## src/rtl/pft2d_pkg.sv

```systemverilog
// Shared types, widths, constants and the CORDIC step table for the planar pose transform.
`timescale 1ns / 1ps

package pft2d_pkg;

   // Field widths of the request and result.
   localparam int POSITION_BITS = 32;
   localparam int ANGLE_BITS    = 16;

   // Internal formats: 32-bit binary angles and Q2.30 sine and cosine.
   localparam int BAM_BITS      = 32;
   localparam int COEF_BITS     = 32;
   localparam int CORDIC_STEPS  = 16;
   localparam int FRAC_SHIFT    = 30;

   // Rotation operands are one bit wider so that differences stay exact.
   localparam int OPERAND_BITS  = POSITION_BITS + 1;

   // CORDIC start vector length, the inverse gain in Q2.30.
   localparam logic signed [COEF_BITS-1:0] CORDIC_GAIN = 32'sd652032874;

   // Step angles atan(2^-i) as 32-bit binary angles.
   localparam logic signed [BAM_BITS-1:0] STEP_ANGLE [CORDIC_STEPS] = '{
      32'sd536870912, 32'sd316933406, 32'sd167458907, 32'sd85004756,
      32'sd42667331,  32'sd21354465,  32'sd10679838,  32'sd5340245,
      32'sd2670163,   32'sd1335087,   32'sd667544,    32'sd333772,
      32'sd166886,    32'sd83443,     32'sd41722,     32'sd20861
   };

   // Request commands.
   typedef enum logic [1:0] {
      CMD_TO_PARENT = 2'b00,
      CMD_TO_FRAME  = 2'b01,
      CMD_INVERT    = 2'b10,
      CMD_UNDEF     = 2'b11
   } cmd_type;

   // One request.
   typedef struct packed {
      cmd_type                         command;
      logic signed [POSITION_BITS-1:0] pose_x;
      logic signed [POSITION_BITS-1:0] pose_y;
      logic signed [ANGLE_BITS-1:0]    pose_angle;
      logic signed [POSITION_BITS-1:0] frame_x;
      logic signed [POSITION_BITS-1:0] frame_y;
      logic signed [ANGLE_BITS-1:0]    frame_angle;
   } req_type;

   // One result.
   typedef struct packed {
      logic signed [POSITION_BITS-1:0] out_x;
      logic signed [POSITION_BITS-1:0] out_y;
      logic signed [ANGLE_BITS-1:0]    out_angle;
      logic                            overflow;
   } rsp_type;

   // CORDIC vector and residual angle.
   typedef struct packed {
      logic signed [COEF_BITS-1:0] x;
      logic signed [COEF_BITS-1:0] y;
      logic signed [BAM_BITS-1:0]  z;
   } cord_type;

   // Request data that rides along the CORDIC chain.
   typedef struct packed {
      cmd_type                         cmd;
      logic signed [OPERAND_BITS-1:0]  a;
      logic signed [OPERAND_BITS-1:0]  b;
      logic signed [POSITION_BITS-1:0] off_x;
      logic signed [POSITION_BITS-1:0] off_y;
      logic [ANGLE_BITS-1:0]           angle;
      logic                            flip;
   } side_type;

endpackage

```

## src/rtl/pft2d_front.sv

```systemverilog
// Input stage: selects operands, output heading and the CORDIC start angle of a request.
`timescale 1ns / 1ps

module pft2d_front (
   input  logic               clock,
   input  logic               reset,
   input  logic               take,
   input  pft2d_pkg::req_type req_data,
   output logic               out_valid,
   output pft2d_pkg::side_type out_side,
   output pft2d_pkg::cord_type out_cord
);
   import pft2d_pkg::*;

   localparam int ZPAD = BAM_BITS - ANGLE_BITS;

   logic                   valid_ff;
   side_type               side_ff, side_in;
   cord_type               cord_ff, cord_in;
   logic [ANGLE_BITS-1:0]  rot_angle;
   logic [BAM_BITS-1:0]    bam;
   logic                   flip;
   logic signed [OPERAND_BITS-1:0] px_ext, py_ext, fx_ext, fy_ext;

   // Sign-extend the positions so that differences are exact.
   assign px_ext = $signed({req_data.pose_x[POSITION_BITS-1], req_data.pose_x});
   assign py_ext = $signed({req_data.pose_y[POSITION_BITS-1], req_data.pose_y});
   assign fx_ext = $signed({req_data.frame_x[POSITION_BITS-1], req_data.frame_x});
   assign fy_ext = $signed({req_data.frame_y[POSITION_BITS-1], req_data.frame_y});

   // Inversion rotates by the pose heading, the other commands by the frame heading.
   assign rot_angle = (req_data.command == CMD_INVERT) ? req_data.pose_angle
                                                       : req_data.frame_angle;
   assign bam  = {rot_angle, {ZPAD{1'b0}}};

   // Headings in the left half plane are turned by pi and the result negated later.
   assign flip = bam[BAM_BITS-1] ^ bam[BAM_BITS-2];

   // Operand selection per command.
   always_comb begin
      side_in       = '0;
      side_in.cmd   = req_data.command;
      side_in.flip  = flip;
      unique case (req_data.command)
         CMD_TO_PARENT: begin
            side_in.a     = px_ext;
            side_in.b     = py_ext;
            side_in.off_x = req_data.frame_x;
            side_in.off_y = req_data.frame_y;
            side_in.angle = req_data.pose_angle + req_data.frame_angle;
         end
         CMD_TO_FRAME: begin
            side_in.a     = px_ext - fx_ext;
            side_in.b     = py_ext - fy_ext;
            side_in.angle = req_data.pose_angle - req_data.frame_angle;
         end
         CMD_INVERT: begin
            side_in.a     = px_ext;
            side_in.b     = py_ext;
            side_in.angle = ANGLE_BITS'(0) - req_data.pose_angle;
         end
         CMD_UNDEF: begin
            side_in.a     = '0;
         end
      endcase
   end

   // CORDIC start vector.
   always_comb begin
      cord_in.x = CORDIC_GAIN;
      cord_in.y = '0;
      cord_in.z = $signed({bam[BAM_BITS-1] ^ flip, bam[BAM_BITS-2:0]});
   end

   // Valid flag is reset; data registers load on every accepted request.
   always_ff @(posedge clock) begin
      if (reset) begin
         valid_ff <= 1'b0;
      end else begin
         valid_ff <= take;
      end
   end

   always_ff @(posedge clock) begin
      if (take) begin
         side_ff <= side_in;
         cord_ff <= cord_in;
      end
   end

   assign out_valid = valid_ff;
   assign out_side  = side_ff;
   assign out_cord  = cord_ff;

endmodule

```

## config.mk

```make
export PLATFORM = sky130hd
export DESIGN_NAME = pft2d_front
export DESIGN_NICKNAME = d
export VERILOG_FILES = /design/src/rtl/pft2d_pkg.sv /design/src/rtl/pft2d_front.sv
export SDC_FILE = /design/constraint.sdc
export NUM_CORES = 1
export LEC_CHECK = 0
export ABC_CLOCK_PERIOD_IN_PS = 5000
export BUFFER_PORTS_ARGS = -buffer_cell sky130_fd_sc_hd__buf_2
export CORE_AREA = 2 2 161 163
export CTS_CLUSTER_SIZE = 25
export DETAILED_ROUTE_END_ITERATION = 10
export DIE_AREA = 0 0 163 165
export PLACE_DENSITY = 0.75
export SLEW_MARGIN = 20
export SYNTH_ARGS = -nofsm -noshare
export SYNTH_HDL_FRONTEND = slang
export SYNTH_SLANG_ARGS = --single-unit
```

## constraint.sdc

```tcl
create_clock -name clock -period 5 [get_ports clock]
set_input_delay 0.75 -clock clock [delete_from_list [all_inputs] [get_ports clock]]
set_output_delay 0.75 -clock clock [all_outputs]
set_load 0.01 [all_outputs]
```

== Word level (Yosys, flattened, before mapping) ==
Cells that the tools add are included.

* Reductions and logical operators: 2
* $add $sub $neg: 5
* Bitwise logic cells: 2
* Eq/ne operators: 3
* Mux-type cells: 4

{| class="wikitable"
|+ Operator list
! kind !! number
|-
| $pmux W33 S3 || 1
|-
| $pmux W33 S2 || 1
|-
| $sub A32 B32 Y33 || 2
|-
| $pmux W16 S3 || 1
|-
| $add A16 B16 Y16 || 1
|-
| $mux W16 || 1
|-
| $sub A1 B16 Y16 const A || 1
|-
| $sub A16 B16 Y16 || 1
|-
| $eq A2 B2 Y1 const B || 2
|-
| $eq A2 B1 Y1 const B || 1
|-
| $logic_not A2 Y1 || 1
|-
| $reduce_or A2 Y1 || 1
|-
| $xor A1 B1 Y1 || 2
|}

* Register bits: 166
* Output and inout bits: 246
* Word-level logic and storage cells: 25
* Input port bits: 165

== Longest topological paths before layout ==
Gate-level depths: netlist (run 1).

* Word-level depth: 4
* Mapped depth: 16
* Mapped depth without buffers: 14

== Worst setup path after synthesis (run 1) ==
OpenSTA, ideal clock, no wires.

* Kind: input -> register
* From: in req_data[160] (netlist bit)
* To: reg side_ff, in the netlist out_side[15] (data pin)
* Required time: 4.729 ns
* Path slack: 1.035 ns
* Buffers on the path: 2
* Cell stages on the path: 15
* Arrival: 3.694 ns
* Setup time: 0.271 ns
* Path through: clkbuf_1 inv_1 nor2_1 clkbuf_1 mux2i_1 fa_1 a21o_1 a21o_1 a21oi_1 o21ai_0 a21boi_1 o21ai_0 a31oi_1 xor2_1 o22ai_1

{| class="wikitable"
|+ RTL lines
! what !! RTL line !! RTL
|-
| start: declaration || pft2d_front.sv:8 || <nowiki>input pft2d_pkg::req_type req_data,</nowiki>
|-
| end signal: assignment || pft2d_front.sv:86 || <nowiki>side_ff <= side_in;</nowiki>
|-
| end: declaration || pft2d_front.sv:18 || <nowiki>side_type side_ff, side_in;</nowiki>
|}

==> results of run 1 <==
==> flip-flops by register name, summed over array words and instances, names as in the netlist <==
signal / flops
out_side: 149
out_cord: 15
out_valid: 1
==> metal layers <==
| metal | wire length, µm | up-vias | GRT usage [%] |
|---|---|---|---|
| met4 | 744 | 0 | 8.21 |
| met3 | 2000 | 45 | 3.19 |
| met1 | 13600 | 4674 | 30.1 |
| li1 | - | 4774 | - |
| met2 | 16600 | 449 | 43.4 |
| met5 | 0 | - | 0 |
==> cell type report <==
cell class / count / area, µm² / share of cell area [%]
sequential: 165 / 4940 / 35.5
antenna: 4 / 10.0 / 0.0718
multi-input combinational: 871 / 5880 / 42.2
clock inverter: 15 / 156 / 1.12
tap: 330 / 413 / 2.96
clock buffer: 17 / 425 / 3.05
inverter: 95 / 357 / 2.56
timing repair buffer: 340 / 1750 / 12.5
==> critical path, cell delays in order <==
cell      delay [ns]
buf_2           0.43
inv_1           0.25
nand2_1         0.13
nand2_1         0.07
xor2_1          0.14
ha_1            0.33
a21o_1          0.18
a21oi_1         0.24
o21ai_0         0.23
a21boi_1        0.32
o21ai_0         0.14
a31oi_1         0.21
xor2_1          0.16
o22ai_1         0.10
==> metrics by stage <==
stage	std cells	setup WS [ns]	utilization, %	hold WS, ns
2_1_floorplan	1260	1.03	-	0.822
4_1_cts	1833	1.48	55.6	0.444
3_5_place_dp	1801	1.02	53.3	0.916
3_3_place_gp	1801	1.05	53.3	0.911
5_1_grt	1837	1.19	55.7	0.462
6_report	1837	1.46	55.7	0.461
==> power breakdown <==
group / switching [mW] / leakage (nW) / total [mW] / internal (mW)
clock: 0.668 / 0.286 / 1.34 / 0.672
sequential: 0.0362 / 1.59 / 1.71 / 1.68
combinational: 0.675 / 4.56 / 1.15 / 0.476
==> worst paths after layout <==
check,from,to,cells past startpoint
setup / recovery,req_data[161],out_side[15],14
hold / removal,reset,out_valid,2
==> synthesized netlist by cell type (6+ instances only) <==
master	count	share of area, %
edfxtp_1	164	42
inv_1	95	3.1
nand2_1	84	2.7
buf_4	81	5.2
ha_1	81	8.7
nor3_1	80	3.4
nor2_1	60	1.9
a21oi_1	58	2.5
xnor2_1	58	4.4
a21o_1	49	3.2
a22o_1	47	3.5
clkbuf_1	41	1.3
o21ai_0	31	1.3
xor2_1	30	2.3
o21a_1	19	1.2
nand3_1	16	0.69
o22ai_1	15	0.80
nor2b_1	13	0.70
nand2b_1	11	0.59
or3_1	11	0.59
nand4_1	9	0.48
a31oi_1	8	0.43
and2_1	7	0.38
o21bai_1	7	0.45
buf_1	6	0.19
o2111ai_1	6	0.45
o32ai_1	6	0.45
==> cells by family (layout without fill, tap and decap cells) <==
kind of cell,after synthesis,in the layout
mux,4,4
flops,165,165
xor+xnor,88,88
fa+ha+maj,84,84
compound gates,304,304
other cells,2,84
buf+inv,224,467
simple gates,311,311
==> reports/results.tsv, run 1 <==
metric	value	unit
Pleak	6.44	nW
Tmin final	3.54	ns
Synth Area in Adders	9.20	%
syn avg cell area	9.88	µm²
Synth Area in Compound Gates	18.7	%
Wirelength per Cell	18.0	µm
endpoints failing setup	0	
largest net degree at the start of global routing	84	
vias in the first global route	9439	
FILL cells	2253	
Die W	163	µm
CP endpoint kind	flip-flop	
Worst Tran Pin Value	0.998	ns
Max IR drop VDD	0.000190	V
Worst Hold Class	primary input to flip-flop	
Synth cell types	74	
Core Footprint	0.0250	mm²
I/O pin count	411	
Setup TNS	0	ns
Mapped Cells	1182	
CTS resizes	0	
Vias/cell	5.41	
RD Place Congestion	0.874	
CP startpoint kind	primary input	
P&R area growth vs syn	19.4	%
first-pass GRT wire length	50.6	mm
multiplexer share of the synthesized area	0.364	%
initial DRC count	713	
most frequent cells in the layout	329 x buf_2, 164 x edfxtp_1, 94 x inv_1	
Die Area	0.0269	mm²
CP arrival	3.68	ns
Max Fclk	283	MHz
drc violations	0	
post-DP HPWL	24.9	mm
fin area	0.0139	mm²
crit-path max FO	24	
synth warn	0	
Max-slew headroom	33.3	%
Most used DFF post-synth	edfxtp_1	
Synth Cell Area	0.0117	mm²
cts hold-fix bufs	0	
Worst Path Required	5.14	ns
Yosys reg bits	165	
Port Buffers	330	
Post-CTS Setup Inserts	0	
height of the die	165	µm
GR Overflow Total	0	
Routed Antenna Nets	0	
Via Count	9942	
Final period util	70.7	%
root buffer cell	clkbuf_16	
H-tree depth	4	
Final Max Tran Viols	0	
CTS tree	built	
detailed-route wire length	33.0	mm
Synth async-reset ratio	0	%
pwr dens	302	mW/mm²
DR pass1 iterations	5	
aggregate global-route resource usage	24.2	%
Pwr Total	4.21	mW
clock-pin slew on the worst setup and hold paths	0.08	ns
DP Area	0.0133	mm²
EDFF count, synth	164	
FP Rows	58	
critical path type	primary input to flip-flop	
leading cell type in the layout, fill and taps excluded	buf_2	
Num CTS Buffers	17	
xor/xnor share of the synthesized area	6.60	%
initial antenna violation count	4	
Hold Vio Cnt, Final	0	
Longest Clk Path Bufs	2	
post-synthesis sequential area ratio	42.4	%
Sink Count	165	
max cap viols	0	
largest family of logic cells by synthesized area	compound AO/OA/AOI/OAI gates	
status	finished, final reports clean	
layout cells sized above 1	26.1	%
simple-gate share of the synthesized area	12.9	%
Starting Density	46.6	%
RSZ-0062 raised after global routing	false	
NumNets Final	1739	
Power figures use the tool's default switching activity.
==> run 2, diff against run 1 <==
- ABC_CLOCK_PERIOD_IN_PS: 5000 -> 3100
- CORE_AREA: 2 2 161 163 -> unset
- CORE_UTILIZATION: unset -> 46
- DIE_AREA: 0 0 163 165 -> unset
- PLACE_DENSITY: 0.75 -> 0.78
- clock period: 5 -> 3.1 ns (I/O delays scaled with it)
==> reports/results.tsv, run 2 (synthesis gave the netlist of run 1 again) <==
metric	value	unit	change
Port Buffers	330		unchanged
Final period util	93.9	%	
detailed-route wire length	33.6	mm	was 33.0 mm
Longest Clk Path Bufs	2		unchanged
cts hold-fix bufs	0		unchanged
Vias/cell	5.42		was 5.41
Most common cell on crit path	o31a_1		
Tmin final	2.91	ns	
first-pass GRT wire length	51.2	mm	was 50.6 mm
Worst Hold Class	primary input to flip-flop		unchanged
CP arrival	3.04	ns	was 3.68 ns
GR Overflow Total	0		unchanged
vias in the first global route	9809		was 9439
crit-path max FO	3		was 24
status	finished, final reports clean		unchanged
P&R area growth vs syn	24.2	%	was 19.4%
Num CTS Buffers	17		unchanged
Setup TNS	0	ns	unchanged
root buffer cell	clkbuf_16		unchanged
CP startpoint kind	primary input		unchanged
Routed Antenna Nets	0		unchanged
most frequent cells in the layout	327 x buf_2, 164 x edfxtp_1, 94 x inv_1		was 329 x buf_2, 164 x edfxtp_1, 94 x inv_1
Worst Path Required	3.23	ns	was 5.14 ns
Via Count	10300		was 9942
Final Max Tran Viols	0		unchanged
Wirelength per Cell	17.6	µm	was 18.0 µm
RD Place Congestion	0.918		was 0.874
critical path type	primary input to flip-flop		unchanged
CP max stage delay	0.40	ns	was 0.43 ns
largest net degree at the start of global routing	80		was 84
RSZ-0062 raised after global routing	false		unchanged
endpoints failing setup	0		unchanged
Max Fclk	344	MHz	
post-DP HPWL	25.4	mm	was 24.9 mm
layout cells sized above 1	29.8	%	was 26.1%
Max-slew headroom	38.2	%	was 33.3%
DR pass1 iterations	5		unchanged
height of the die	161	µm	was 165 µm
CTS tree	built		unchanged
Max IR drop VDD	0.000282	V	was 0.000190 V
aggregate global-route resource usage	25.4	%	was 24.2%
Die Area	0.0260	mm²	was 0.0269 mm²
Core Footprint	0.0246	mm²	was 0.0250 mm²
Worst Tran Pin Value	0.927	ns	was 0.998 ns
worst path cell trace	buf_2 -> inv_1 -> ha_1 -> fa_1 -> nor2b_1 -> o31a_1 -> o2111ai_2 -> o31a_1 -> a21oi_1 -> buf_4 -> a311o_1 -> a211oi_1 -> o21a_1 -> o221ai_1		was buf_2 -> inv_1 -> nand2_1 -> nand2_1 -> xor2_1 -> ha_1 -> a21o_1 -> a21oi_1 -> o21ai_0 -> a21boi_1 -> o21ai_0 -> a31oi_1 -> xor2_1 -> o22ai_1
Sink Count	165		unchanged
initial antenna violation count	8		was 4
Die W	161	µm	was 163 µm
Largest register FFs	149		unchanged
initial DRC count	899		was 713
Starting Density	47.4	%	was 46.6%
pwr dens	472	mW/mm²	was 302 mW/mm²
CTS resizes	0		unchanged
I/O pin count	411		unchanged
FP Rows	57		was 58
Hold Vio Cnt, Final	0		unchanged
max cap viols	0		unchanged
leading cell type in the layout, fill and taps excluded	buf_2		unchanged
fin area	0.0145	mm²	was 0.0139 mm²
DP Area	0.0139	mm²	was 0.0133 mm²
Post-CTS Setup Inserts	0		unchanged
CP delay by family, top	compound AO/OA/AOI/OAI gates		unchanged
NumNets Final	1812		was 1739
Pwr Total	6.84	mW	was 4.21 mW
Pleak	6.79	nW	was 6.44 nW
drc violations	0		unchanged
CP endpoint kind	flip-flop		unchanged
clock-pin slew on the worst setup and hold paths	0.07	ns	was 0.08 ns
slowest cell on the critical path	a311o_1		was buf_2
H-tree depth	4		unchanged
crit path buf inv count	3		was 2
## run 2: power by group
part           internal [mW]  leakage (nW)  switching, mW
sequential              2.71          1.59         0.0623
combinational          0.866          4.92           1.12
clock                   1.07         0.280           1.02
total                   4.64          6.79           2.20
## run 2: final cells by class
class	count	area, µm²
fillers	2180	10100
flip-flops and latches	165	4940
multi-input cells	871	5910
clock inverters	15	136
repair buffers	413	2300
clock buffers	17	425
well taps	324	405
inverters	95	357
diodes	8	20.0
## run 2: final timing paths
| kind | start | endpoint | slack, ns | cells after the start |
|---|---|---|---|---|
| setup / recovery | req_data[96] | out_side[111] | 0.19 | 14 |
| hold / removal | reset | out_valid | 0.20 | 2 |
## run 2: routing by layer
metal,vias up,global-route usage (%),routed length (µm)
li1,4936,-,-
met1,4835,30.9,13700
met2,494,44.2,16600
met3,79,3.90,2040
met4,0,11.7,1280
met5,-,0,0
## run 2: through the flow
step	std cells	hold slack [ns]	setup slack, ns	util, %
2_1_floorplan	1260	0.537	0.0163	-
3_3_place_gp	1868	0.625	-0.135	56.5
3_5_place_dp	1868	0.633	-0.193	56.5
4_1_cts	1900	0.182	0.234	58.8
5_1_grt	1907	0.189	0.0481	58.9
6_report	1908	0.198	0.190	58.9
==> run 3, diff against run 2 <==
- REMOVE_ABC_BUFFERS: unset -> 1
==> reports/results.tsv, run 3 (synthesis gave the netlist of run 1 again) <==
metric	value	unit	change
CTS tree	built		unchanged
Max-slew headroom	54.3	%	was 38.2%
GR Overflow Total	0		unchanged
leading cell type in the layout, fill and taps excluded	buf_2		unchanged
status	finished, final reports clean		unchanged
initial DRC count	700		was 899
FP Rows	57		unchanged
RD Place Congestion	0.895		was 0.918
Final period util	95.4	%	was 93.9%
CTS resizes	0		unchanged
height of the die	161	µm	unchanged
clock-pin slew on the worst setup and hold paths	0.07	ns	about the same
Starting Density	47.4	%	unchanged
CP arrival	3.14	ns	was 3.04 ns
Die Area	0.0260	mm²	unchanged
critical path type	primary input to flip-flop		unchanged
pwr dens	474	mW/mm²	was 472 mW/mm²
Routed Antenna Nets	0		unchanged
root buffer cell	clkbuf_16		unchanged
DP Area	0.0139	mm²	about the same
drc violations	0		unchanged
Via Count	10300		about the same
Num CTS Buffers	17		unchanged
worst hold slack	0.190	ns	was 0.198 ns
CP delay by family, top	compound AO/OA/AOI/OAI gates		unchanged
Max Fclk	338	MHz	was 344 MHz
Sw Share	32.3	%	was 32.2%
layout cells sized above 1	29.6	%	was 29.8%
H-tree depth	4		unchanged
detailed-route wire length	33.8	mm	was 33.6 mm
P&R area growth vs syn	24.2	%	about the same
Clock Power Share	30.8	%	was 30.4%
Pleak	6.79	nW	about the same
crit-path max FO	2		was 3
final core area utilization	58.9	%	about the same
Gate power share	29.0	%	was 29.1%
largest net degree at the start of global routing	59		was 80
vias in the first global route	9879		was 9809
Worst Tran Pin Value	0.686	ns	was 0.927 ns
most frequent cells in the layout	327 x buf_2, 164 x edfxtp_1, 94 x inv_1		unchanged
Core Footprint	0.0246	mm²	unchanged
cts hold-fix bufs	0		unchanged
endpoints failing setup	0		unchanged
Max IR drop VDD	0.000385	V	was 0.000282 V
CP startpoint kind	primary input		unchanged
Port Buffers	330		unchanged
slowest cell on the critical path	a311oi_2		was a311o_1
Die W	161	µm	unchanged
DR pass1 iterations	5		unchanged
Sink Count	165		unchanged
initial antenna violation count	9		was 8
Tmin final	2.96	ns	was 2.91 ns
first-pass GRT wire length	51.6	mm	was 51.2 mm
Worst Hold Class	primary input to flip-flop		unchanged
Worst Path Required	3.28	ns	was 3.23 ns
Vias/cell	5.41		was 5.42
max cap viols	0		unchanged
CP max stage delay	0.42	ns	was 0.40 ns
Longest Clk Path Bufs	2		unchanged
FILL cells	2085		was 2180
NumNets Final	1812		unchanged
worst path cell trace	buf_2 -> nor3_1 -> nand2_1 -> nor2_1 -> nor2_1 -> xnor2_1 -> ha_1 -> nand3_1 -> a211o_1 -> a311oi_2 -> a41oi_1 -> a21oi_1 -> xnor2_1 -> a21oi_1		was buf_2 -> inv_1 -> ha_1 -> fa_1 -> nor2b_1 -> o31a_1 -> o2111ai_2 -> o31a_1 -> a21oi_1 -> buf_4 -> a311o_1 -> a211oi_1 -> o21a_1 -> o221ai_1
crit path buf inv count	1		was 3
fin area	0.0145	mm²	about the same
Wirelength per Cell	17.7	µm	was 17.6 µm
total internal power	4.66	mW	was 4.64 mW
sw power	2.22	mW	was 2.20 mW
Final Max Tran Viols	0		unchanged
I/O pin count	411		unchanged
CP endpoint kind	flip-flop		unchanged
aggregate global-route resource usage	25.7	%	was 25.4%
post-DP HPWL	25.8	mm	was 25.4 mm
Hold Vio Cnt, Final	0		unchanged
Largest register FFs	149		unchanged
Post-CTS Setup Inserts	0		unchanged
sequential power share	40.2	%	was 40.5%
==> run 3: cell types whose count changed in the layout (fill, tap and decap cells not counted), moves of 2 or more <==
cell,previous run,this run
inv_6,6,2
clkinv_4,0,2
o21ai_0,29,31
clkinv_8,1,3
clkinv_2,3,1
o21ai_1,7,5
==> run 3: per-layer routing <==
| layer | global-route usage, % | vias up | share of wire (%) |
|---|---|---|---|
| met5 | 0 | - | 0 |
| met3 | 4.52 | 84 | 6.1 |
| met4 | 14.8 | 0 | 4.9 |
| met2 | 45.0 | 452 | 50 |
| li1 | - | 4936 | - |
| met1 | 29.6 | 4860 | 39 |
==> run 3: layout make-up <==
cell class                 instances  area [µm²]  area share [%]
multi-input combinational        871        5890            40.6
sequential                       165        4940            34.1
timing repair buffer             413        2300            15.8
clock buffer                      17         425            2.93
tap                              324         405            2.80
inverter                          95         357            2.46
clock inverter                    15         160            1.10
antenna                            9        22.5           0.155
==> run 3: power by group through the flow <==
stage	registers, mW	clock network (mW)	logic [mW]
after CTS	2.77	2.16	1.98
after detailed placement	2.81	0	1.97
after floorplan	2.93	0	1.04
final	2.76	2.12	1.99
after global placement	2.81	0	1.93
after global routing	2.78	2.23	2.18
==> run 3: final timing paths <==
kind / start / end / slack (ns) / cells after the start
setup / recovery: req_data[4] / out_side[16] / 0.14 / 14
hold / removal: reset / out_valid / 0.19 / 2
==> run 3: through the flow <==
step | instances | worst slack (ns) | setup TNS [ns] | power [mW]
6_report | 1909 | 0.143 | 0 | 6.88
5_1_grt | 1909 | -0.00295 | -0.00295 | 7.19
3_3_place_gp | 1868 | -0.181 | -0.990 | 4.75
2_1_floorplan | 1131 | -2.63 | -52.94 | 3.97
3_5_place_dp | 1868 | -0.298 | -1.66 | 4.78
4_1_cts | 1900 | 0.0679 | 0 | 6.90
