`src/rtl/pft2d_pkg.sv`:
```
// Shared types, widths, constants and the CORDIC step table for the planar pose transform.
`timescale 1ns / 1ps

package pft2d_pkg;

   // Field widths of the request and result.
   localparam int POSITION_BITS = 32;
   localparam int ANGLE_BITS    = 16;

   // Internal formats: 32-bit binary angles and Q2.30 sine and cosine.
   localparam int BAM_BITS      = 32;
   localparam int COEF_BITS     = 32;
   localparam int CORDIC_STEPS  = 16;
   localparam int FRAC_SHIFT    = 30;

   // Rotation operands are one bit wider so that differences stay exact.
   localparam int OPERAND_BITS  = POSITION_BITS + 1;

   // CORDIC start vector length, the inverse gain in Q2.30.
   localparam logic signed [COEF_BITS-1:0] CORDIC_GAIN = 32'sd652032874;

   // Step angles atan(2^-i) as 32-bit binary angles.
   localparam logic signed [BAM_BITS-1:0] STEP_ANGLE [CORDIC_STEPS] = '{
      32'sd536870912, 32'sd316933406, 32'sd167458907, 32'sd85004756,
      32'sd42667331,  32'sd21354465,  32'sd10679838,  32'sd5340245,
      32'sd2670163,   32'sd1335087,   32'sd667544,    32'sd333772,
      32'sd166886,    32'sd83443,     32'sd41722,     32'sd20861
   };

   // Request commands.
   typedef enum logic [1:0] {
      CMD_TO_PARENT = 2'b00,
      CMD_TO_FRAME  = 2'b01,
      CMD_INVERT    = 2'b10,
      CMD_UNDEF     = 2'b11
   } cmd_type;

   // One request.
   typedef struct packed {
      cmd_type                         command;
      logic signed [POSITION_BITS-1:0] pose_x;
      logic signed [POSITION_BITS-1:0] pose_y;
      logic signed [ANGLE_BITS-1:0]    pose_angle;
      logic signed [POSITION_BITS-1:0] frame_x;
      logic signed [POSITION_BITS-1:0] frame_y;
      logic signed [ANGLE_BITS-1:0]    frame_angle;
   } req_type;

   // One result.
   typedef struct packed {
      logic signed [POSITION_BITS-1:0] out_x;
      logic signed [POSITION_BITS-1:0] out_y;
      logic signed [ANGLE_BITS-1:0]    out_angle;
      logic                            overflow;
   } rsp_type;

   // CORDIC vector and residual angle.
   typedef struct packed {
      logic signed [COEF_BITS-1:0] x;
      logic signed [COEF_BITS-1:0] y;
      logic signed [BAM_BITS-1:0]  z;
   } cord_type;

   // Request data that rides along the CORDIC chain.
   typedef struct packed {
      cmd_type                         cmd;
      logic signed [OPERAND_BITS-1:0]  a;
      logic signed [OPERAND_BITS-1:0]  b;
      logic signed [POSITION_BITS-1:0] off_x;
      logic signed [POSITION_BITS-1:0] off_y;
      logic [ANGLE_BITS-1:0]           angle;
      logic                            flip;
   } side_type;

endpackage

```
`src/rtl/pft2d_cordic_cell.sv`:
```
// One CORDIC rotation cell: a single micro-rotation step plus the request data it carries.
`timescale 1ns / 1ps

module pft2d_cordic_cell #(
   parameter int STEP = 0
) (
   input  logic                clock,
   input  logic                reset,
   input  logic                in_valid,
   input  pft2d_pkg::side_type in_side,
   input  pft2d_pkg::cord_type in_cord,
   output logic                out_valid,
   output pft2d_pkg::side_type out_side,
   output pft2d_pkg::cord_type out_cord
);
   import pft2d_pkg::*;

   logic                        valid_ff;
   side_type                    side_ff;
   cord_type                    cord_ff, cord_in;
   logic signed [COEF_BITS-1:0] dx, dy;
   logic                        turn_pos;

   // Arithmetic shifts floor toward minus infinity.
   assign dx       = $signed(in_cord.y) >>> STEP;
   assign dy       = $signed(in_cord.x) >>> STEP;
   assign turn_pos = ~in_cord.z[BAM_BITS-1];

   // Rotate toward zero residual angle.
   always_comb begin
      if (turn_pos) begin
         cord_in.x = in_cord.x - dx;
         cord_in.y = in_cord.y + dy;
         cord_in.z = in_cord.z - STEP_ANGLE[STEP];
      end else begin
         cord_in.x = in_cord.x + dx;
         cord_in.y = in_cord.y - dy;
         cord_in.z = in_cord.z + STEP_ANGLE[STEP];
      end
   end

   always_ff @(posedge clock) begin
      if (reset) begin
         valid_ff <= 1'b0;
      end else begin
         valid_ff <= in_valid;
      end
   end

   always_ff @(posedge clock) begin
      side_ff <= in_side;
      cord_ff <= cord_in;
   end

   assign out_valid = valid_ff;
   assign out_side  = side_ff;
   assign out_cord  = cord_ff;

endmodule

```
`config.mk`:
```
export PLATFORM = sky130hd
export DESIGN_NAME = pft2d_cordic_cell
export DESIGN_NICKNAME = d
export VERILOG_FILES = /design/src/rtl/pft2d_pkg.sv /design/src/rtl/pft2d_cordic_cell.sv
export SDC_FILE = /design/constraint.sdc
export NUM_CORES = 1
export LEC_CHECK = 0
export BUFFER_PORTS_ARGS = -buffer_cell sky130_fd_sc_hd__buf_2
export CORE_AREA = 2 2 192 194
export CTS_CLUSTER_DIAMETER = 40
export DETAILED_ROUTE_END_ITERATION = 8
export DIE_AREA = 0 0 194 196
export PLACE_DENSITY = 0.57
export REMOVE_ABC_BUFFERS = 1
export SKIP_LAST_GASP = 1
export SYNTH_ARGS = -nofsm -noshare
export SYNTH_HDL_FRONTEND = slang
export SYNTH_SLANG_ARGS = --single-unit
```
`constraint.sdc`:
```
create_clock -name clock -period 2.6 [get_ports clock]
set_input_delay 0.26 -clock clock [delete_from_list [all_inputs] [get_ports clock]]
set_output_delay 0.26 -clock clock [all_outputs]
set_load 0.05 [all_outputs]
```
# == Yosys cells after proc, flatten, opt, wreduce, memory -nomap -nowiden ==
# Index checks and enable logic that the tools add are counted.
# word_totals
register_bits,246
# classes
mux,1
n_addsub,5
# ops
cell,n
$mux 96,1
$sub 32x32->32,2
$add 32x31->32 const B,1
$add 32x32->32,1
$sub 32x31->32 const B,1

# == Depth between registers and ports, before layout ==
# Gate-level depths: netlist (run 1).
# depth
ltp_word,2
ltp_mapped,13

# == Worst setup path after synthesis (run 1) ==
# OpenSTA, ideal clock, no wires.
# synth_path
path_type,input to register
startpoint,input in_cord[32] (netlist bit)
endpoint,"register cord_ff, in the netlist out_cord[94]"
slack_ps,31
n_path_buf,0
required_time_ps,2475
path_stages,11
arrival_time_ps,2443
setup_ps,125
cell_sequence,ha_1 fa_1 nor2b_1 o211a_1 o2111ai_1 a2111o_1 a31oi_1 or2_4 a311oi_2 o32ai_1 xnor2_1
# synth_rtl
element,line,rtl
"start, declared",pft2d_cordic_cell.sv:11,"input pft2d_pkg::cord_type in_cord,"
"end signal, assigned",pft2d_cordic_cell.sv:52,cord_ff <= cord_in;
"end, declared",pft2d_cordic_cell.sv:20,"cord_type cord_ff, cord_in;"

==> run_results.csv, run 1 <==
group,metric,value,unit
logic_synthesis,library_cell_occupying_the_most_area_in_the_post_synthesis_netlist,"dfxtp_1",
routing,final_wirelength,52300,um
logic_synthesis,yosys_warnings,0,
layout,finish.net_count,2303,
pwr,ir_worst_vdd,0.954,mV
routing,dr_total_vias,11500,
routing,first_iter_violations,700,
logic_synthesis,synth.lib_cells_used.distinct,87,
worst_setup_path,critPathKind,"in2reg",
worst_setup_path,critical_path.top_delay_family,"compound AO/OA/AOI/OAI gates",
pwr,report.power.total,0.0143,W
die,start_util,0.291,
die,placement_rows,70,
place,buffers_added_on_ports,493,
logic_synthesis,yosysTopAreaCellShare,0.468,
worst_hold_path,min_from,"in_cord[30]",
sta,worst_pin_slew,0.570,ns
layout,nFillCells,3357,
sta,timing_hold_violations_final,0,
clock_tree,htreeDepth,2,
sta,maxSlewHeadroom,0.616,
logic_synthesis,netlist_area,10500,sq um
global_routing,grt_usage,0.265,
clock_tree,worst_setup_hold_path_clk_slew,0.06,ns
logic_synthesis,synth-async-reset-ratio,0,
run,max_cap_viols,0,
logic_synthesis,synth_edf_count,0,
clock_tree,cts_inserted_buffers,42,
logic_synthesis,ys_dominant_reg_cell,"dfxtp_1",
layout,syn_to_final_growth,73.8,%
worst_setup_path,timing.critical_path.from_type,"input port",
logic_synthesis,synthTopCellsByArea,"dfxtp_1 47%, ha_1 11%, a21oi_1 4.8%",
die,die_area,38000,sq um
sta,final_max_slew_viol_count,0,
sta,timing.final.setup_violations,0,
routing,route.detailed.vias_per_inst,4.67,
worst_setup_path,worst-endpoint-arrival,2.93,ns
global_routing,grt_pass1_vias,11700,
routing,detail_route.first_pass.iterations,6,
worst_setup_path,largest_stage_delay_on_the_critical_path,0.41,ns
global_routing,gr-total-overflow,0,
worst_hold_path,hold_class,"in2reg",
routing,drt-wirelength-per-cell,21.2,um
sta,totalNegativeSetupSlack,0,ns
status,outcome,"finished, final reports clean",
sta,unrepaired_setup_endpoints_after_global_routing,"false",
worst_setup_path,slowest_stage,"fa_1",
worst_setup_path,critical_path_buf_inv_count,2,
die,core-area,36100,sq um
place,dp_hpwl,41100,um
global_routing,grt_start_max_net_pins,79,
worst_setup_path,cp_data_required_time,3.09,ns
worst_setup_path,timing.critical_path.from,"in_cord[64]",
clock_tree,root_buffer,"clkbuf_16",
clock_tree,cts_sinks,245,
clock_tree,buffers_from_clock_root_to_sink_at_most,3,
sta,max_freq,0.409,GHz
global_routing,grt_pass1_wl,74900,um
die,dieWidth,194,um
clock_tree,tritoncts,"built",
sta,fin_crit,2.45,ns
logic_synthesis,yosys_register_bits,245,
routing,detail-route-antenna-nets,0,
sta,fin_crit_sh,0.940,
pwr,leakagePower,9.09,nW
logic_synthesis,post_synth.cell_area_avg,9.74,sq um
worst_setup_path,worst_setup_path_end_kind,"flip-flop",
logic_synthesis,netlist_instances,1077,
layout,final_layout_size_suffix_gt1_frac,0.406,
pwr,power_density,784,nW/um^2
logic_synthesis,yosysSeqAreaShare,0.468,
die,io_pins,494,
global_routing,number_of_antenna_violations_at_the_first_check_in_global_routing,12,
worst_setup_path,timing.critical_path.cells,"buf_2 -> buf_4 -> ha_1 -> fa_1 -> o21a_1 -> o311a_4 -> o21ai_4 -> a311oi_2 -> o31ai_2 -> a2111oi_2 -> a31oi_1 -> xnor2_1",
sta,hold_ws,0.00835,ns
place,globalplace.congestion,0.956,
worst_setup_path,worstPathMaxFanout,4,
die,die-height,196,um
routing,route.detailed.drc,0,
logic make-up after synthesis:
logic type,synth area share
XOR/XNOR,0.0468
multiplexers,0.00955
AND/OR/NAND/NOR,0.0999
buffers and inverters,0.0547
AO/OA/AOI/OAI,0.202
flip-flops,0.468
adder cells (fa/ha/maj),0.120
power by group:
part | internal (W) | leakage, nW | switching [W]
combinational | 0.00141 | 6.29 | 0.00273
clock | 0.00351 | 0.729 | 0.00234
sequential | 0.00414 | 2.07 | 0.000159
stage by stage:
step | setup WS (ns) | cell area (sq um) | utilization | instances
finish | 0.155 | 18200 | 0.505 | 2461
CTS | 0.126 | 18200 | 0.505 | 2459
global placement | -0.385 | 14900 | 0.412 | 2200
floorplan | -0.0103 | 10300 | - | 1034
global route | 0.00700 | 18200 | 0.505 | 2459
detailed placement | -0.449 | 14900 | 0.412 | 2200
sequential cells by signal, indices dropped and copies added (netlist names):
| register | count |
|---|---|
| out_side | 149 |
| out_cord | 95 |
| out_valid | 1 |
cell usage after synthesis, types with 3 or more instances:
master / number
a211o_1: 3
a211oi_1: 5
a21boi_0: 4
a21o_1: 29
a21oi_1: 101
a21oi_2: 5
a311o_1: 3
a31oi_1: 10
and2_1: 3
and3_1: 6
buf_1: 9
buf_2: 14
buf_6: 3
clkbuf_1: 15
dfxtp_1: 245
fa_1: 4
ha_1: 94
inv_1: 95
mux2i_1: 10
nand2_1: 55
nand2b_1: 9
nand3_1: 9
nand4_1: 10
nor2_1: 74
nor2b_1: 10
nor3_1: 14
nor4_1: 3
o211ai_1: 5
o21a_1: 7
o21ai_0: 51
o21ai_1: 7
o21ai_2: 3
o21bai_1: 17
o22ai_1: 6
o311ai_0: 3
o31a_1: 7
o31ai_1: 3
or3_1: 5
or4_1: 3
xnor2_1: 48
xor2_1: 8
cell usage in the layout, fill, tap and decap left out, types with 29 or more instances in the layout:
cell / synthesis / routed
a21o_1: 29 / 29
a21oi_1: 101 / 101
buf_2: 14 / 493
buf_4: 2 / 204
clkbuf_16: 0 / 42
dfxtp_1: 245 / 245
dlygate4sd3_1: 0 / 181
ha_1: 94 / 94
inv_1: 95 / 95
nand2_1: 55 / 55
nor2_1: 74 / 74
o21ai_0: 51 / 51
xnor2_1: 48 / 48
repair_timing:
item,4_1_cts,5_1_grt
buffers inserted,0,0
hold buffers,181,0
endpoints found under the hold margin,181,0
resized for setup,0,2
endpoints found under the setup margin,0,3
worst paths after layout:
path                       end  slack, ns  cells past startpoint
hold / removal    out_cord[30]      0.008                      2
setup / recovery  out_cord[60]       0.15                     12
per-layer routing:
layer	global-route usage	vias to the layer above	share of wire
met3	0.0758	98	0.084
met2	0.410	489	0.44
met4	0.0954	10	0.037
met1	0.352	5431	0.44
li1	-	5471	-
met5	0	-	0.0013
cell type report:
class	count	area (sq um)	area share
timing repair buffer	879	5830	0.320
multi-input combinational	692	5020	0.275
sequential	245	4900	0.269
clock buffer	47	1100	0.0603
tap	468	586	0.0321
clock inverter	31	415	0.0228
inverter	97	364	0.0200
antenna	2	5.00	0.000275
No activity file was read; power rests on OpenSTA's default activity.
==> run 2: changes to the inputs <==
--- a/config.mk
+++ b/config.mk
@@ -10,7 +10,8 @@
 export CTS_CLUSTER_DIAMETER = 40
 export DETAILED_ROUTE_END_ITERATION = 8
 export DIE_AREA = 0 0 194 196
-export PLACE_DENSITY = 0.57
+export PLACE_DENSITY_LB_ADDON = 0.1
+export RECOVER_POWER = 100
 export REMOVE_ABC_BUFFERS = 1
 export SKIP_LAST_GASP = 1
 export SYNTH_ARGS = -nofsm -noshare
==> run_results.csv, run 2 (same netlist as run 1, synthesis figures left out) <==
group,metric,value,unit
status,outcome,"finished, final reports clean",
place,buffers_added_on_ports,493,
worst_hold_path,min_from,"in_cord[95]",
pwr,p_sw,0.00499,W
sta,unrepaired_setup_endpoints_after_global_routing,"false",
worst_setup_path,largest_stage_delay_on_the_critical_path,0.40,ns
routing,drt-wirelength-per-cell,20.7,um
clock_tree,tritoncts,"built",
layout,final_cell_mix,"272 x clkbuf_1, 245 x dfxtp_1, 225 x buf_2",
clock_tree,htreeDepth,2,
sta,maxSlewHeadroom,0.325,
layout,syn_to_final_growth,71.0,%
global_routing,gr-total-overflow,0,
clock_tree,cts_sinks,245,
worst_hold_path,hold_class,"in2reg",
worst_setup_path,critPathKind,"in2reg",
pwr,comb_power_share,0.291,
pwr,power_report.internal_total,0.00890,W
worst_hold_path,hold_worst_path_end,"out_cord[63]",
sta,final_max_slew_viol_count,0,
pwr,ir_worst_vdd,0.833,mV
die,die_area,38000,sq um
layout,layout.cells.most_common,"clkbuf_1",
worst_setup_path,critical_path.top_delay_family,"compound AO/OA/AOI/OAI gates",
layout,largest_reg_flops,149,
routing,route.detailed.vias_per_inst,4.62,
sta,worst_pin_slew,1.02,ns
global_routing,grt_pass1_wl,74500,um
sta,fin_crit_sh,0.958,
pwr,report.power.total,0.0139,W
worst_setup_path,timing.critical_path.from_type,"input port",
die,die-height,196,um
global_routing,grt_pass1_vias,11800,
run,max_cap_viols,0,
routing,dr_total_vias,11400,
global_routing,number_of_antenna_violations_at_the_first_check_in_global_routing,10,
worst_setup_path,timing.critical_path.cells,"buf_2 -> ha_1 -> fa_1 -> nor2b_1 -> o211a_1 -> o2111ai_1 -> a2111o_1 -> a31oi_1 -> or2_4 -> a311oi_2 -> o32ai_1 -> xnor2_1",
die,core-area,36100,sq um
worst_setup_path,worst-endpoint-arrival,2.92,ns
worst_setup_path,worst_path_depth,12,
worst_setup_path,critical_path_buf_inv_count,1,
pwr,power_density,775,nW/um^2
pwr,leakagePower,8.39,nW
layout,final_layout_size_suffix_gt1_frac,0.273,
sta,totalNegativeSetupSlack,0,ns
place,dp_hpwl,40900,um
sta,max_freq,0.401,GHz
clock_tree,worst_setup_hold_path_clk_slew,0.05,ns
worst_hold_path,worst_hold_path_cell_count,3,
routing,detail_route.first_pass.iterations,5,
layout,finish.utilization,0.497,
routing,detail-route-antenna-nets,0,
sta,fin_crit,2.49,ns
worst_setup_path,cp_data_required_time,3.03,ns
pwr,seqPwrFrac,0.308,
global_routing,grt_usage,0.262,
die,io_pins,494,
worst_setup_path,slowest_stage,"fa_1",
worst_setup_path,worstPathMaxFanout,4,
place,globalplace.congestion,0.947,
pwr,clockPowerShare,0.401,
clock_tree,buffers_from_clock_root_to_sink_at_most,3,
die,placement_rows,70,
sta,timing_hold_violations_final,0,
worst_setup_path,worst_setup_path_end_kind,"flip-flop",
routing,route.detailed.drc,0,
clock_tree,root_buffer,"clkbuf_16",
global_routing,grt_start_max_net_pins,79,
routing,final_wirelength,51300,um
die,dieWidth,194,um
clock_tree,cts_inserted_buffers,41,
routing,first_iter_violations,519,
die,start_util,0.291,
layout,finish.net_count,2322,
pwr,switching_share,0.359,
clock_tree,cts_setup_buffers,0,
sta,timing.final.setup_violations,0,
sta,hold_ws,0.147,ns
-- run 2: changes by cell type in the layout (fill, tap and decap cells not counted), sizes merged --
cell	previous run	this run
inv	107	104
bufinv	3	4
dlygate4sd3	181	182
diode	2	3
buf	698	434
clkbuf	47	327
-- run 2: worst max path at each step --
stage | startpoint | to
global route | in_cord[33] | out_cord[93]
finish | in_cord[32] | out_cord[94]
floorplan | in_cord[32] | out_cord[94]
global placement | in_cord[64] | out_cord[92]
detailed placement | in_cord[64] | out_cord[94]
CTS | in_cord[64] | out_cord[94]
-- run 2: per-layer routing --
layer / part of all wire / GRT usage / vias to the layer above
met4: 0.051 / 0.131 / 12
met5: 0.0015 / 0 / -
met1: 0.43 / 0.332 / 5314
met3: 0.075 / 0.0772 / 136
met2: 0.44 / 0.405 / 478
li1: - / - / 5507
-- run 2: cell type report --
cell class | count | area, sq um
tap | 468 | 586
clock buffer | 44 | 1070
sequential | 245 | 4900
fill | 3550 | 18200
inverter | 97 | 364
clock inverter | 29 | 362
multi-input combinational | 692 | 5000
antenna | 3 | 7.51
timing repair buffer | 899 | 5640
-- run 2: timing repair --
| item | CTS | global route |
|---|---|---|
| endpoints found under the setup margin | 0 | 2 |
| endpoints found under the hold margin | 181 | 0 |
| hold buffers | 182 | 0 |
| resized for setup | 0 | 1 |
-- run 2: power by group through the flow --
stage / Combinational [W] / Clock [W] / Sequential, W
6_report: 0.00404 / 0.00556 / 0.00428
3_3_place_gp: 0.00393 / 0 / 0.00434
4_1_cts: 0.00417 / 0.00566 / 0.00427
5_1_grt: 0.00427 / 0.00582 / 0.00431
3_5_place_dp: 0.00392 / 0 / 0.00434
2_1_floorplan: 0.00104 / 0 / 0.00568
-- run 2: tightest hold or removal path, delay by kind of cell --
kind                      cells  cell delay (ns)
xor gates and xnor gates      2             0.30
buffers and inverters         1             0.09
-- run 2: metrics by stage --
stage	setup slack, ns	instance area [sq um]	instances
after floorplan	-0.0103	10300	1034
after global placement	-0.380	15000	2219
after detailed placement	-0.398	15000	2219
after CTS	0.162	18300	2474
after global routing	0.0121	17900	2475
final	0.108	17900	2477
==> run 3: changes to the inputs <==
--- a/config.mk
+++ b/config.mk
@@ -12,7 +12,6 @@
 export DIE_AREA = 0 0 194 196
 export PLACE_DENSITY_LB_ADDON = 0.1
 export RECOVER_POWER = 100
-export REMOVE_ABC_BUFFERS = 1
 export SKIP_LAST_GASP = 1
 export SYNTH_ARGS = -nofsm -noshare
 export SYNTH_HDL_FRONTEND = slang
==> run_results.csv, run 3 (same netlist as run 1, synthesis figures left out) <==
group,metric,value,unit
sta,fin_crit_sh,0.959,
clock_tree,buffers_from_clock_root_to_sink_at_most,3,
worst_hold_path,hold_class,"in2reg",
die,die-height,196,um
die,placement_rows,70,
layout,layout.cells.most_common,"clkbuf_1",
sta,maxSlewHeadroom,0.360,
worst_setup_path,timing.critical_path.from_type,"input port",
global_routing,gr-total-overflow,0,
routing,route.detailed.drc,0,
status,outcome,"finished, final reports clean",
clock_tree,root_buffer,"clkbuf_16",
routing,detail-route-antenna-nets,0,
worst_setup_path,timing.critical_path.from,"in_cord[32]",
clock_tree,tritoncts,"built",
die,die_area,38000,sq um
layout,syn_to_final_growth,71.2,%
sta,worst_pin_slew,0.964,ns
pwr,ir_worst_vdd,0.753,mV
clock_tree,cts_sinks,245,
sta,unrepaired_setup_endpoints_after_global_routing,"false",
sta,hold_ws,0.0400,ns
place,globalplace.congestion,0.953,
sta,totalNegativeSetupSlack,0,ns
worst_setup_path,worstPathMaxFanout,3,
worst_setup_path,critical_path_buf_inv_count,3,
die,start_util,0.291,
layout,nFillCells,3545,
routing,drt-wirelength-per-cell,21.2,um
routing,detail_route.first_pass.iterations,4,
clock_tree,htreeDepth,2,
worst_setup_path,timing.critical_path.cells,"buf_2 -> buf_4 -> inv_1 -> ha_1 -> fa_1 -> o21a_1 -> o311a_4 -> o21ai_4 -> a311oi_2 -> o31ai_2 -> a2111oi_2 -> a31oi_1 -> xnor2_1",
worst_setup_path,slowest_stage,"fa_1",
layout,final_layout_size_suffix_gt1_frac,0.278,
sta,timing_hold_violations_final,0,
routing,first_iter_violations,644,
routing,dr_total_vias,11400,
worst_hold_path,min_from,"in_cord[64]",
run,max_cap_viols,0,
sta,max_freq,0.401,GHz
sta,timing.final.setup_violations,0,
global_routing,grt_pass1_wl,77100,um
global_routing,grt_start_max_net_pins,79,
place,buffers_added_on_ports,493,
pwr,power_density,772,nW/um^2
die,io_pins,494,
routing,final_wirelength,52600,um
worst_setup_path,worst_setup_path_end_kind,"flip-flop",
clock_tree,cts_inserted_buffers,39,
global_routing,grt_usage,0.270,
place,placed_cells,2221,
layout,final_cell_mix,"268 x clkbuf_1, 245 x dfxtp_1, 228 x buf_2",
worst_setup_path,critical_path.top_delay_family,"compound AO/OA/AOI/OAI gates",
layout,finish.net_count,2323,
pwr,report.power.total,0.0139,W
layout,instances_no_fill,2475,
worst_setup_path,worst-endpoint-arrival,2.96,ns
routing,route.detailed.vias_per_inst,4.61,
global_routing,grt_pass1_vias,11800,
logic_synthesis,postSynthNetCount,1423,
worst_setup_path,cp_data_required_time,3.07,ns
layout,largest_reg_flops,149,
worst_setup_path,largest_stage_delay_on_the_critical_path,0.42,ns
sta,fin_crit,2.49,ns
clock_tree,worst_setup_hold_path_clk_slew,0.05,ns
global_routing,number_of_antenna_violations_at_the_first_check_in_global_routing,3,
place,dp_hpwl,42000,um
sta,final_max_slew_viol_count,0,
worst_setup_path,critPathKind,"in2reg",
pwr,leakagePower,8.39,nW
die,dieWidth,194,um
die,core-area,36100,sq um
run 3: cell types whose count changed in the layout (fill, tap and decap cells not counted), sizes merged:
cell	change
clkbuf	-6
clkinvlp	+1
bufinv	+1
inv	-2
clkinv	-6
buf	+12
diode	-2
run 3: final timing paths:
path	endpoint	depth (start not counted)	slack, ns
max	out_cord[60]	13	0.11
min	out_cord[32]	3	0.04
run 3: per-layer routing:
layer | vias to the layer above | routed length [um] | share of wire | track usage
met4 | 4 | 1540 | 0.029 | 0.0836
met3 | 92 | 2660 | 0.051 | 0.0459
li1 | 5502 | - | - | -
met1 | 5422 | 24100 | 0.46 | 0.367
met2 | 395 | 24300 | 0.46 | 0.438
met5 | - | 16 | 0.00030 | 0
run 3: power by group:
part           internal (W)  switching [W]  total [W]
clock network       0.00352        0.00198    0.00549
registers           0.00414       0.000147    0.00429
logic               0.00132        0.00275    0.00407
total               0.00898        0.00488     0.0139
run 3: tightest hold or removal path: stages:
cell	delay, ns
buf_2	0.11
ha_1	0.13
inv_1	0.04
run 3: final cells by class:
type,count,area [sq um],area share
multi-input combinational,692,5020,0.280
inverter,97,364,0.0203
antenna,1,2.50,0.000139
clock inverter,23,304,0.0169
clock buffer,47,1090,0.0606
timing repair buffer,902,5670,0.316
tap,468,586,0.0326
sequential,245,4900,0.273
run 3: metrics by stage:
stage                      util  setup WS, ns  cell area [sq um]
after global placement    0.417        -0.483              15100
final                     0.497         0.106              17900
after detailed placement  0.417        -0.470              15100
after CTS                 0.506         0.104              18300
after global routing      0.497       0.00877              17900
after floorplan               -        0.0314              10500
run 3: what timing repair did:
action                                 CTS  global route
setup buffers                            0             1
resized for setup                        0             9
endpoints found under the hold margin  181             0
hold buffers                           182             0
setup endpoints to repair                0             6
